--- src/design/ptp_slm_pkg.sv ---
// shared constants, types and codes of the peak-to-peak sound level meter
`default_nettype none

package ptp_slm_pkg;

    // sample and calibration sizing
    localparam int SAMPLE_BITS     = 12;
    localparam int MAX_CAL_WINDOWS = 1024;
    localparam int CNT_W           = $clog2(MAX_CAL_WINDOWS + 1);
    localparam int SUM_W           = SAMPLE_BITS + $clog2(MAX_CAL_WINDOWS);

    // result field widths
    localparam int REF_W   = 16;
    localparam int LEVEL_W = 15;

    // log2 unit sizing: amplitude is scaled to Q4 before the log
    localparam int AMP_Q_W  = SAMPLE_BITS + 4;
    localparam int LOG_IN_W = (AMP_Q_W > REF_W) ? AMP_Q_W : REF_W;
    localparam int EXP_W    = $clog2(LOG_IN_W);
    localparam int FRAC_W   = 16;
    localparam int MANT_W   = 16;
    localparam int LOG_W    = EXP_W + FRAC_W;

    // dB scaling: round(20*log10(2) * 2^16)
    localparam int                DB_W        = 19;
    localparam logic [DB_W-1:0]   DB_PER_LOG2 = 19'd394566;
    localparam int                PROD_W      = LOG_W + DB_W;
    localparam int                RND_SHIFT   = 24;

    // calibration divider: dividend is sum*16 + count/2
    localparam int DIVN_W   = SUM_W + 5;
    localparam int ITER_MAX = (DIVN_W > FRAC_W) ? DIVN_W : FRAC_W;
    localparam int ITER_W   = $clog2(ITER_MAX);

    localparam logic [SAMPLE_BITS-1:0] SAMPLE_MAX = '1;
    localparam logic [REF_W-1:0]       REF_RESET  = 16'd480;
    localparam logic [REF_W-1:0]       REF_ONE    = 16'd16;
    localparam logic [REF_W-1:0]       REF_SAT    = '1;
    localparam logic [LEVEL_W-1:0]     LEVEL_SAT  = '1;

    // item mode codes
    typedef enum logic [1:0] {
        MODE_MEASURE = 2'd0,
        MODE_CAL_ADD = 2'd1,
        MODE_CAL_END = 2'd2,
        MODE_NONE    = 2'd3
    } t_mode;

    // controller states
    typedef enum logic [3:0] {
        S_IDLE,
        S_LA_LOAD,
        S_LA_ITER,
        S_LR_LOAD,
        S_LR_ITER,
        S_DIFF,
        S_MUL,
        S_RND,
        S_DIV_LOAD,
        S_DIV_ITER,
        S_DIV_FIN,
        S_DONE
    } t_state;

    // commands from controller to datapath
    typedef struct packed {
        logic upd_win;
        logic close_win;
        logic cal_add;
        logic meas_start;
        logic log_load;
        logic log_sel_ref;
        logic log_step;
        logic la_save;
        logic diff;
        logic mul;
        logic rnd;
        logic div_load;
        logic div_step;
        logic div_fin;
        logic out_load;
        logic out_is_cal;
    } t_cmd;

    // status from datapath to controller
    typedef struct packed {
        logic cal_empty;
    } t_status;

endpackage

`default_nettype wire

--- src/design/ptp_slm_dp.sv ---
// datapath: window min/max, calibration sum, log2 unit, dB scaling, divider, result register
`default_nettype none

module ptp_slm_dp (
    input  wire logic                                   i_clk,
    input  wire logic                                   i_rst_n,
    input  wire logic [ptp_slm_pkg::SAMPLE_BITS-1:0]    i_sample,
    input  wire ptp_slm_pkg::t_cmd                      i_cmd,
    output ptp_slm_pkg::t_status                        o_status,
    output logic [ptp_slm_pkg::SAMPLE_BITS-1:0]         o_amplitude,
    output logic [ptp_slm_pkg::LEVEL_W-1:0]             o_level_db,
    output logic [ptp_slm_pkg::REF_W-1:0]               o_reference,
    output logic                                        o_is_calibration
);

    localparam int SB = ptp_slm_pkg::SAMPLE_BITS;
    localparam int LI = ptp_slm_pkg::LOG_IN_W;
    localparam int EW = ptp_slm_pkg::EXP_W;
    localparam int FW = ptp_slm_pkg::FRAC_W;
    localparam int MW = ptp_slm_pkg::MANT_W;
    localparam int LW = ptp_slm_pkg::LOG_W;
    localparam int PW = ptp_slm_pkg::PROD_W;
    localparam int RS = ptp_slm_pkg::RND_SHIFT;
    localparam int LV = ptp_slm_pkg::LEVEL_W;
    localparam int RW = ptp_slm_pkg::REF_W;
    localparam int CW = ptp_slm_pkg::CNT_W;
    localparam int SW = ptp_slm_pkg::SUM_W;
    localparam int DW = ptp_slm_pkg::DIVN_W;
    localparam logic [PW:0] RND_HALF = (PW + 1)'(1) << (RS - 1);

    // architectural state
    logic [SB-1:0] r_win_max, r_win_min;
    logic [SW-1:0] r_cal_sum;
    logic [CW-1:0] r_cal_cnt;
    logic [RW-1:0] r_ref;

    // work registers
    logic [SB-1:0] r_amp;
    logic [MW-1:0] r_lg_m;
    logic [EW-1:0] r_lg_e;
    logic [FW-1:0] r_lg_frac;
    logic [LW-1:0] r_la;
    logic [LW-1:0] r_diff;
    logic [PW-1:0] r_prod;
    logic [LV-1:0] r_level;
    logic [DW-1:0] r_div_q;
    logic [CW-1:0] r_div_r;

    // result register
    logic [SB-1:0] r_out_amp;
    logic [LV-1:0] r_out_level;
    logic [RW-1:0] r_out_ref;
    logic          r_out_cal;

    // combinational values
    logic [SB-1:0]   w_max, w_min, w_raw;
    logic [LI-1:0]   lg_in, lg_norm;
    logic [EW-1:0]   lg_e;
    logic [MW-1:0]   lg_mant;
    logic [2*MW-1:0] sq_full;
    logic [MW:0]     sq;
    logic            sq_bit;
    logic [MW-1:0]   m_next;
    logic [LW-1:0]   lr;
    logic [PW:0]     rnd_sum;
    logic [PW-RS:0]  rnd_q;
    logic [CW:0]     trial, trial_sub;
    logic            trial_ge;

    // min/max including the current sample, and window amplitude
    always_comb begin
        w_max = (i_sample > r_win_max) ? i_sample : r_win_max;
        w_min = (i_sample < r_win_min) ? i_sample : r_win_min;
        w_raw = (w_max >= w_min) ? (w_max - w_min) : '0;
    end

    // window tracking
    always_ff @(posedge i_clk) begin
        if (!i_rst_n) begin
            r_win_max <= '0;
            r_win_min <= ptp_slm_pkg::SAMPLE_MAX;
        end else if (i_cmd.upd_win) begin
            if (i_cmd.close_win) begin
                r_win_max <= '0;
                r_win_min <= ptp_slm_pkg::SAMPLE_MAX;
            end else begin
                r_win_max <= w_max;
                r_win_min <= w_min;
            end
        end
    end

    // calibration accumulator, cleared when calibration finishes
    always_ff @(posedge i_clk) begin
        if (!i_rst_n) begin
            r_cal_sum <= '0;
            r_cal_cnt <= '0;
        end else if (i_cmd.div_fin) begin
            r_cal_sum <= '0;
            r_cal_cnt <= '0;
        end else if (i_cmd.cal_add && (r_cal_cnt < CW'(ptp_slm_pkg::MAX_CAL_WINDOWS))) begin
            r_cal_sum <= r_cal_sum + SW'(w_raw);
            r_cal_cnt <= r_cal_cnt + 1'b1;
        end
    end

    assign o_status.cal_empty = (r_cal_cnt == '0);

    // amplitude of a closed measure window, floored at one
    always_ff @(posedge i_clk) begin
        if (i_cmd.meas_start) begin
            r_amp <= (w_raw == '0) ? SB'(1) : w_raw;
        end
    end

    // log2 load: msb position and mantissa normalized to [1,2) in Q15
    always_comb begin
        lg_e  = '0;
        lg_in = i_cmd.log_sel_ref ? LI'(r_ref) : LI'({r_amp, 4'b0000});
        for (int k = 0; k < LI; k++) begin
            if (lg_in[k]) lg_e = EW'(k);
        end
        lg_norm = lg_in << (EW'(LI - 1) - lg_e);
        lg_mant = lg_norm[LI-1 -: MW];
    end

    // one fraction bit per squaring
    always_comb begin
        sq_full = r_lg_m * r_lg_m;
        sq      = sq_full[2*MW-1:MW-1];
        sq_bit  = sq[MW];
        m_next  = sq_bit ? sq[MW:1] : sq[MW-1:0];
    end

    // log2 unit registers
    always_ff @(posedge i_clk) begin
        if (i_cmd.log_load) begin
            r_lg_e    <= lg_e;
            r_lg_m    <= lg_mant;
            r_lg_frac <= '0;
        end else if (i_cmd.log_step) begin
            r_lg_m    <= m_next;
            r_lg_frac <= {r_lg_frac[FW-2:0], sq_bit};
        end
        if (i_cmd.la_save) begin
            r_la <= {r_lg_e, r_lg_frac};
        end
    end

    // dB scaling: difference, multiply, round and saturate
    always_comb begin
        lr      = {r_lg_e, r_lg_frac};
        rnd_sum = {1'b0, r_prod} + RND_HALF;
        rnd_q   = rnd_sum[PW:RS];
    end

    always_ff @(posedge i_clk) begin
        if (i_cmd.diff) begin
            r_diff <= (r_la > lr) ? (r_la - lr) : '0;
        end
        if (i_cmd.mul) begin
            r_prod <= PW'(r_diff) * PW'(ptp_slm_pkg::DB_PER_LOG2);
        end
        if (i_cmd.rnd) begin
            r_level <= (rnd_q > (PW - RS + 1)'(ptp_slm_pkg::LEVEL_SAT)) ?
                       ptp_slm_pkg::LEVEL_SAT : rnd_q[LV-1:0];
        end
    end

    // restoring divider step
    always_comb begin
        trial     = {r_div_r, r_div_q[DW-1]};
        trial_ge  = (trial >= {1'b0, r_cal_cnt});
        trial_sub = trial - {1'b0, r_cal_cnt};
    end

    always_ff @(posedge i_clk) begin
        if (i_cmd.div_load) begin
            r_div_q <= (DW'(r_cal_sum) << 4) + DW'(r_cal_cnt >> 1);
            r_div_r <= '0;
        end else if (i_cmd.div_step) begin
            r_div_q <= {r_div_q[DW-2:0], trial_ge};
            r_div_r <= trial_ge ? trial_sub[CW-1:0] : trial[CW-1:0];
        end
    end

    // reference amplitude
    always_ff @(posedge i_clk) begin
        if (!i_rst_n) begin
            r_ref <= ptp_slm_pkg::REF_RESET;
        end else if (i_cmd.div_fin) begin
            if (r_cal_cnt == '0) begin
                r_ref <= ptp_slm_pkg::REF_ONE;
            end else if (r_div_q < DW'(ptp_slm_pkg::REF_ONE)) begin
                r_ref <= ptp_slm_pkg::REF_ONE;
            end else if (r_div_q > DW'(ptp_slm_pkg::REF_SAT)) begin
                r_ref <= ptp_slm_pkg::REF_SAT;
            end else begin
                r_ref <= r_div_q[RW-1:0];
            end
        end
    end

    // result register
    always_ff @(posedge i_clk) begin
        if (i_cmd.out_load) begin
            r_out_amp   <= i_cmd.out_is_cal ? '0 : r_amp;
            r_out_level <= i_cmd.out_is_cal ? '0 : r_level;
            r_out_ref   <= r_ref;
            r_out_cal   <= i_cmd.out_is_cal;
        end
    end

    assign o_amplitude      = r_out_amp;
    assign o_level_db       = r_out_level;
    assign o_reference      = r_out_ref;
    assign o_is_calibration = r_out_cal;

endmodule

`default_nettype wire

--- src/design/ptp_slm_ctrl.sv ---
// controller: item handshake, sequencing of log, scaling and divide steps, result valid
`default_nettype none

module ptp_slm_ctrl (
    input  wire logic                 i_clk,
    input  wire logic                 i_rst_n,
    input  wire logic                 i_valid,
    input  wire logic                 i_last_in_window,
    input  wire logic [1:0]           i_mode,
    output logic                      o_ready,
    output logic                      o_valid,
    input  wire logic                 i_ready,
    input  wire ptp_slm_pkg::t_status i_status,
    output ptp_slm_pkg::t_cmd         o_cmd
);

    localparam int IW = ptp_slm_pkg::ITER_W;

    ptp_slm_pkg::t_state r_state, n_state;
    logic [IW-1:0]       r_cnt, n_cnt;
    logic                r_is_cal, n_is_cal;
    logic                r_out_valid, n_out_valid;

    ptp_slm_pkg::t_mode  w_mode;
    logic                fire, out_free, cnt_zero;

    assign w_mode   = ptp_slm_pkg::t_mode'(i_mode);
    assign fire     = i_valid && (r_state == ptp_slm_pkg::S_IDLE);
    assign out_free = !r_out_valid || i_ready;
    assign cnt_zero = (r_cnt == '0);

    // next state
    always_comb begin
        n_state = r_state;
        case (r_state)
            ptp_slm_pkg::S_IDLE: begin
                if (fire) begin
                    case (w_mode)
                        ptp_slm_pkg::MODE_MEASURE: begin
                            if (i_last_in_window) n_state = ptp_slm_pkg::S_LA_LOAD;
                        end
                        ptp_slm_pkg::MODE_CAL_END: begin
                            n_state = i_status.cal_empty ? ptp_slm_pkg::S_DIV_FIN :
                                                           ptp_slm_pkg::S_DIV_LOAD;
                        end
                        default: n_state = ptp_slm_pkg::S_IDLE;
                    endcase
                end
            end
            ptp_slm_pkg::S_LA_LOAD:  n_state = ptp_slm_pkg::S_LA_ITER;
            ptp_slm_pkg::S_LA_ITER: begin
                if (cnt_zero) n_state = ptp_slm_pkg::S_LR_LOAD;
            end
            ptp_slm_pkg::S_LR_LOAD:  n_state = ptp_slm_pkg::S_LR_ITER;
            ptp_slm_pkg::S_LR_ITER: begin
                if (cnt_zero) n_state = ptp_slm_pkg::S_DIFF;
            end
            ptp_slm_pkg::S_DIFF:     n_state = ptp_slm_pkg::S_MUL;
            ptp_slm_pkg::S_MUL:      n_state = ptp_slm_pkg::S_RND;
            ptp_slm_pkg::S_RND:      n_state = ptp_slm_pkg::S_DONE;
            ptp_slm_pkg::S_DIV_LOAD: n_state = ptp_slm_pkg::S_DIV_ITER;
            ptp_slm_pkg::S_DIV_ITER: begin
                if (cnt_zero) n_state = ptp_slm_pkg::S_DIV_FIN;
            end
            ptp_slm_pkg::S_DIV_FIN:  n_state = ptp_slm_pkg::S_DONE;
            ptp_slm_pkg::S_DONE: begin
                if (out_free) n_state = ptp_slm_pkg::S_IDLE;
            end
            default: n_state = ptp_slm_pkg::S_IDLE;
        endcase
    end

    // iteration counter
    always_comb begin
        case (r_state)
            ptp_slm_pkg::S_LA_LOAD,
            ptp_slm_pkg::S_LR_LOAD:  n_cnt = IW'(ptp_slm_pkg::FRAC_W - 1);
            ptp_slm_pkg::S_DIV_LOAD: n_cnt = IW'(ptp_slm_pkg::DIVN_W - 1);
            ptp_slm_pkg::S_LA_ITER,
            ptp_slm_pkg::S_LR_ITER,
            ptp_slm_pkg::S_DIV_ITER: n_cnt = r_cnt - 1'b1;
            default:                 n_cnt = r_cnt;
        endcase
    end

    // result kind and result valid
    always_comb begin
        n_is_cal    = fire ? (w_mode == ptp_slm_pkg::MODE_CAL_END) : r_is_cal;
        n_out_valid = o_cmd.out_load ? 1'b1 : (i_ready ? 1'b0 : r_out_valid);
    end

    // datapath commands
    always_comb begin
        o_cmd = '0;
        o_cmd.out_is_cal = r_is_cal;
        case (r_state)
            ptp_slm_pkg::S_IDLE: begin
                o_cmd.upd_win    = fire && ((w_mode == ptp_slm_pkg::MODE_MEASURE) ||
                                            (w_mode == ptp_slm_pkg::MODE_CAL_ADD));
                o_cmd.close_win  = o_cmd.upd_win && i_last_in_window;
                o_cmd.cal_add    = o_cmd.close_win && (w_mode == ptp_slm_pkg::MODE_CAL_ADD);
                o_cmd.meas_start = o_cmd.close_win && (w_mode == ptp_slm_pkg::MODE_MEASURE);
            end
            ptp_slm_pkg::S_LA_LOAD: begin
                o_cmd.log_load = 1'b1;
            end
            ptp_slm_pkg::S_LA_ITER,
            ptp_slm_pkg::S_LR_ITER: begin
                o_cmd.log_step = 1'b1;
            end
            ptp_slm_pkg::S_LR_LOAD: begin
                o_cmd.la_save     = 1'b1;
                o_cmd.log_load    = 1'b1;
                o_cmd.log_sel_ref = 1'b1;
            end
            ptp_slm_pkg::S_DIFF:     o_cmd.diff     = 1'b1;
            ptp_slm_pkg::S_MUL:      o_cmd.mul      = 1'b1;
            ptp_slm_pkg::S_RND:      o_cmd.rnd      = 1'b1;
            ptp_slm_pkg::S_DIV_LOAD: o_cmd.div_load = 1'b1;
            ptp_slm_pkg::S_DIV_ITER: o_cmd.div_step = 1'b1;
            ptp_slm_pkg::S_DIV_FIN:  o_cmd.div_fin  = 1'b1;
            ptp_slm_pkg::S_DONE:     o_cmd.out_load = out_free;
            default:                 o_cmd = '0;
        endcase
    end

    // control registers
    always_ff @(posedge i_clk) begin
        if (!i_rst_n) begin
            r_state     <= ptp_slm_pkg::S_IDLE;
            r_cnt       <= '0;
            r_is_cal    <= 1'b0;
            r_out_valid <= 1'b0;
        end else begin
            r_state     <= n_state;
            r_cnt       <= n_cnt;
            r_is_cal    <= n_is_cal;
            r_out_valid <= n_out_valid;
        end
    end

    assign o_ready = (r_state == ptp_slm_pkg::S_IDLE);
    assign o_valid = r_out_valid;

    // a result is never loaded over one that is still waiting
    a_no_overwrite: assert property (@(posedge i_clk) disable iff (!i_rst_n)
        o_cmd.out_load |-> (!r_out_valid || i_ready))
        else $error("result register overwritten");

    // a closing measure item starts the log sequence
    a_meas_start: assert property (@(posedge i_clk) disable iff (!i_rst_n)
        (fire && (w_mode == ptp_slm_pkg::MODE_MEASURE) && i_last_in_window)
        |=> (r_state == ptp_slm_pkg::S_LA_LOAD))
        else $error("measure window close did not start log");

    // the amplitude log ends after its last fraction bit
    a_log_hand: assert property (@(posedge i_clk) disable iff (!i_rst_n)
        ((r_state == ptp_slm_pkg::S_LA_ITER) && cnt_zero)
        |=> (r_state == ptp_slm_pkg::S_LR_LOAD))
        else $error("amplitude log did not hand over to reference log");

    // a new result only appears from the done state
    a_valid_src: assert property (@(posedge i_clk) disable iff (!i_rst_n)
        $rose(r_out_valid) |-> ($past(r_state) == ptp_slm_pkg::S_DONE))
        else $error("result valid raised outside done state");

endmodule

`default_nettype wire

--- src/design/peak_to_peak_sound_level_meter.sv ---
// top level of the peak-to-peak sound level meter
//
//  channel | valid   | ready   | payload
//  --------+---------+---------+---------------------------------------------------
//  input   | i_valid | o_ready | i_sample, i_last_in_window, i_mode
//  result  | o_valid | i_ready | o_amplitude, o_level_db, o_reference, o_is_calibration
//
// a sample that does not close a measure window, or a mode three item, is handled in idle
// a closing measure item runs two 16-step log2 passes on the shared squarer,
// then difference, dB multiply and rounding, then the result register load
// a finish-calibration item runs the 27-step restoring divider
// (skipped with no calibration windows); reset is synchronous, no clearing pass
// a waiting result does not block input items that give no result
`default_nettype none

module peak_to_peak_sound_level_meter (
    input  wire logic                                   i_clk,
    input  wire logic                                   i_rst_n,
    input  wire logic                                   i_valid,
    output logic                                        o_ready,
    input  wire logic [ptp_slm_pkg::SAMPLE_BITS-1:0]    i_sample,
    input  wire logic                                   i_last_in_window,
    input  wire logic [1:0]                             i_mode,
    output logic                                        o_valid,
    input  wire logic                                   i_ready,
    output logic [ptp_slm_pkg::SAMPLE_BITS-1:0]         o_amplitude,
    output logic [ptp_slm_pkg::LEVEL_W-1:0]             o_level_db,
    output logic [ptp_slm_pkg::REF_W-1:0]               o_reference,
    output logic                                        o_is_calibration
);

    ptp_slm_pkg::t_cmd    cmd;
    ptp_slm_pkg::t_status status;

    // sequencing
    ptp_slm_ctrl u_ctrl (
        .i_clk            (i_clk),
        .i_rst_n          (i_rst_n),
        .i_valid          (i_valid),
        .i_last_in_window (i_last_in_window),
        .i_mode           (i_mode),
        .o_ready          (o_ready),
        .o_valid          (o_valid),
        .i_ready          (i_ready),
        .i_status         (status),
        .o_cmd            (cmd)
    );

    // arithmetic and state
    ptp_slm_dp u_dp (
        .i_clk            (i_clk),
        .i_rst_n          (i_rst_n),
        .i_sample         (i_sample),
        .i_cmd            (cmd),
        .o_status         (status),
        .o_amplitude      (o_amplitude),
        .o_level_db       (o_level_db),
        .o_reference      (o_reference),
        .o_is_calibration (o_is_calibration)
    );

endmodule

`default_nettype wire

--- config.mk ---
export PLATFORM = sky130hd
export DESIGN_NAME = peak_to_peak_sound_level_meter
export DESIGN_NICKNAME = d
export VERILOG_FILES = /design/src/design/ptp_slm_pkg.sv /design/src/design/ptp_slm_dp.sv /design/src/design/ptp_slm_ctrl.sv /design/src/design/peak_to_peak_sound_level_meter.sv
export SDC_FILE = /design/constraint.sdc
export NUM_CORES = 1
export LEC_CHECK = 0
export ABC_CLOCK_PERIOD_IN_PS = 19400
export BUFFER_PORTS_ARGS = -buffer_cell sky130_fd_sc_hd__buf_4
export CORE_MARGIN = 10
export CORE_UTILIZATION = 60
export DETAILED_ROUTE_END_ITERATION = 8
export PLACE_DENSITY = 0.77
export SLEW_MARGIN = 20
export SYNTH_ARGS = -nofsm -noshare
export SYNTH_HDL_FRONTEND = slang
export SYNTH_HIERARCHICAL = 1
export SYNTH_SLANG_ARGS = --single-unit
--- constraint.sdc ---
create_clock -name i_clk -period 19.4 [get_ports i_clk]
set_clock_uncertainty 0.15 [all_clocks]
set_input_delay 1.94 -clock i_clk [delete_from_list [all_inputs] [get_ports i_clk]]
set_output_delay 1.94 -clock i_clk [all_outputs]
set_load 0.03 [all_outputs]
==> results.py <==
metrics = {
    "die": {
        "fp-row-count": 78,
        "die_h_um": 234,
        "die_w_um": 234,
        "io_pins": 65,
        "die_area_um2": 54600,
        "start_util": 0.605,
        "core_area_um2": 45300,
    },
    "clocking": {
        "cts.repair.resized": 0,
        "clock_path_buffers": 3,
        "cts_hold_buf": 0,
        "cts_setup_buffers": 0,
        "cts-htree-levels": 1,
        "clkTransAtPathRegs_ns": 0.07,
        "cts.sinks": 285,
        "clk_latency_ns": 0.57,
        "cts.root.buffer_cell": "clkbuf_16",
        "tritoncts": "yes",
        "numCtsBuffers": 29,
    },
    "worst_setup_path": {
        "crit_path_end_kind": "register",
        "crit_path_max_fanout": 24,
        "path_class": "input pin to register",
        "rr_startpoint": "u_dp/r_win_min[1]",
        "cpPeakStageDelay_ns": 0.76,
        "required_ns": 19.67,
        "cp.arrival_ns": 9.62,
        "startpoint": "i_sample[1]",
        "slowest_stage": "a21oi_2",
        "crit_top_cell": "a21o_1",
        "start_kind": "input pin",
    },
    "sta": {
        "setup_viol": 0,
        "setup_ws_ns": 10.04,
        "min_period_over_period": 0.482,
        "clock.fmax_ghz": 0.107,
        "setup_tns_ns": 0,
        "grt_setup_unrepaired": "no",
        "maxSlewHeadroom": 0.250,
        "finalMaxSlewViolations": 0,
        "hold_viol": 0,
        "fin_crit_ns": 9.36,
        "max_slew.worst_pin.slew_ns": 1.12,
    },
    "synthesis": {
        "netlist_area_um2": 27400,
        "ys_warn_count": 6,
        "syn-instance-count": 2855,
        "synth_edf_count": 174,
        "synth_top_area_frac": 0.191,
        "ys_seq_area_frac": 0.272,
        "async_reset_ff_frac": 0,
        "syn_area_per_cell_um2": 9.60,
        "yosysTopAreaCell": "edfxtp_1",
        "netlist_top_cells_area": "edfxtp_1 (19%), fa_1 (17%), ha_1 (16%)",
        "syn-num-nets": 3468,
        "ys.flop_type": "edfxtp_1",
        "synthDistinctLibCells": 98,
        "ys_ff_latch": 285,
    },
    "outcome": {
        "status": "finished clean",
    },
    "global_route": {
        "grtUsageTotal": 0.229,
        "antenna_found_initial": 0,
        "grt_pass1_wl_mm": 104,
        "grt_overflow": 0,
        "grt_pass1_vias": 20800,
        "grt_max_degree": 61,
    },
    "routing": {
        "vias": 20100,
        "wire_per_inst_um": 17.4,
        "routed_via_density": 5.74,
        "drt-initial-drc-count": 1327,
        "antenna_left": 0,
        "firstDrtPassIters": 5,
        "drt_wl_total_mm": 61.0,
        "drc_errors": 0,
    },
    "placement": {
        "hpwl_mm": 47.7,
        "dpl_cell_area_um2": 28400,
        "place_ws_ns": 9.63,
        "place.gp.congestion": 0.914,
        "io_buffers": 64,
    },
    "final_layout": {
        "drive_gt1_frac": 0.0713,
        "stdcell_area_um2": 29400,
        "num_antenna_cells": 0,
        "syn2layout_area_growth_pct": 7.44,
        "fin_nets": 3492,
    },
    "min_path": {
        "hold_path_class": "register to register",
        "min_from": "u_dp/r_lg_e[0]",
    },
    "flow_run": {
        "cap_violations": 0,
    },
}
## stage by stage
stage | instances | hold WS [ns] | utilization
3_5_place_dp | 3448 | 0.288 | 0.628
4_1_cts | 3502 | 0.302 | 0.650
6_report | 3502 | 0.305 | 0.650
3_3_place_gp | 3448 | 0.285 | 0.628
2_1_floorplan | 2855 | 0.276 | -
5_1_grt | 3502 | 0.310 | 0.650
## worst paths after layout
| check | to | slack (ns) | cells past startpoint |
|---|---|---|---|
| max reg2reg | u_dp/r_cal_sum[16] | 11.17 | 34 |
| min reg2reg | u_dp/r_la[16] | 0.31 | 0 |
| max | u_dp/r_cal_sum[16] | 10.04 | 34 |
| min | u_dp/r_la[16] | 0.31 | 0 |
## registers in the layout (all words and copies together), names as in the netlist, 15 cells and up
register	flops
u_dp/o_level_db	15
u_dp/o_reference	16
u_dp/r_cal_sum	22
u_dp/r_diff	20
u_dp/r_div_q	27
u_dp/r_la	20
u_dp/r_level	15
u_dp/r_lg_frac	16
u_dp/r_lg_m	16
u_dp/r_prod	16
u_dp/r_ref	16
## cells in the mapped netlist, types with 13 or more instances
master / count
inv_1: 485
ha_1: 358
fa_1: 236
nor2_1: 204
nand2_1: 198
edfxtp_1: 174
a21oi_1: 119
dfxtp_1: 111
o21ai_0: 91
xnor2_1: 65
nand3_1: 64
nor2b_1: 63
clkbuf_1: 61
and2_1: 56
mux2i_1: 50
a21o_1: 48
xor2_1: 48
nor3_1: 46
nand2b_1: 30
a21boi_0: 26
nand4_1: 24
mux2_2: 22
and3_1: 21
o21a_1: 17
a211oi_1: 16
o22a_1: 13
## worst max-delay path, delay by kind of cell
family          cells  cell delay (ns)
compound gates     23             5.28
fa+ha+maj           4             1.19
buf+inv             3             0.47
simple gates        3             0.43
mux                 1             0.31
## metal layers
metal  share of wire  track usage  vias up
met5               0            0        -
met4           0.025       0.0657        0
met3           0.047       0.0203       94
met2            0.50        0.408      508
met1            0.42        0.293     9872
li1                -            -     9624
## cell families (layout without fill, tap and decap cells)
kind of cell / after synthesis / after routing / share of synthesized area
simple gates: 766 / 766 / 0.137
fa+ha+maj: 594 / 594 / 0.336
buf+inv: 574 / 621 / 0.0808
compound gates: 449 / 449 / 0.110
mux: 72 / 72 / 0.0273
flops: 285 / 285 / 0.272
xor+xnor: 115 / 115 / 0.0377
## area by class of cell
type,instances,area [µm²]
clock buffers,34,786
clock inverters,20,225
fillers,3583,15800
inverters,487,1830
multi-input cells,1996,17800
flip-flops and latches,285,7450
well taps,600,751
repair buffers,80,601
## cell usage in the layout (no fill, tap or decap), drive strengths merged, types with 49 or more instances in the layout
| master | n |
|---|---|
| inv | 490 |
| ha | 358 |
| fa | 236 |
| nor2 | 206 |
| nand2 | 198 |
| edfxtp | 174 |
| a21oi | 124 |
| dfxtp | 111 |
| o21ai | 99 |
| buf | 80 |
| xnor2 | 66 |
| nand3 | 64 |
| nor2b | 63 |
| and2 | 57 |
| mux2i | 50 |
| xor2 | 49 |
| a21o | 49 |
Power is not shown: default switching activity piles up to over one toggle a cycle in this logic, so the estimate is an artifact.
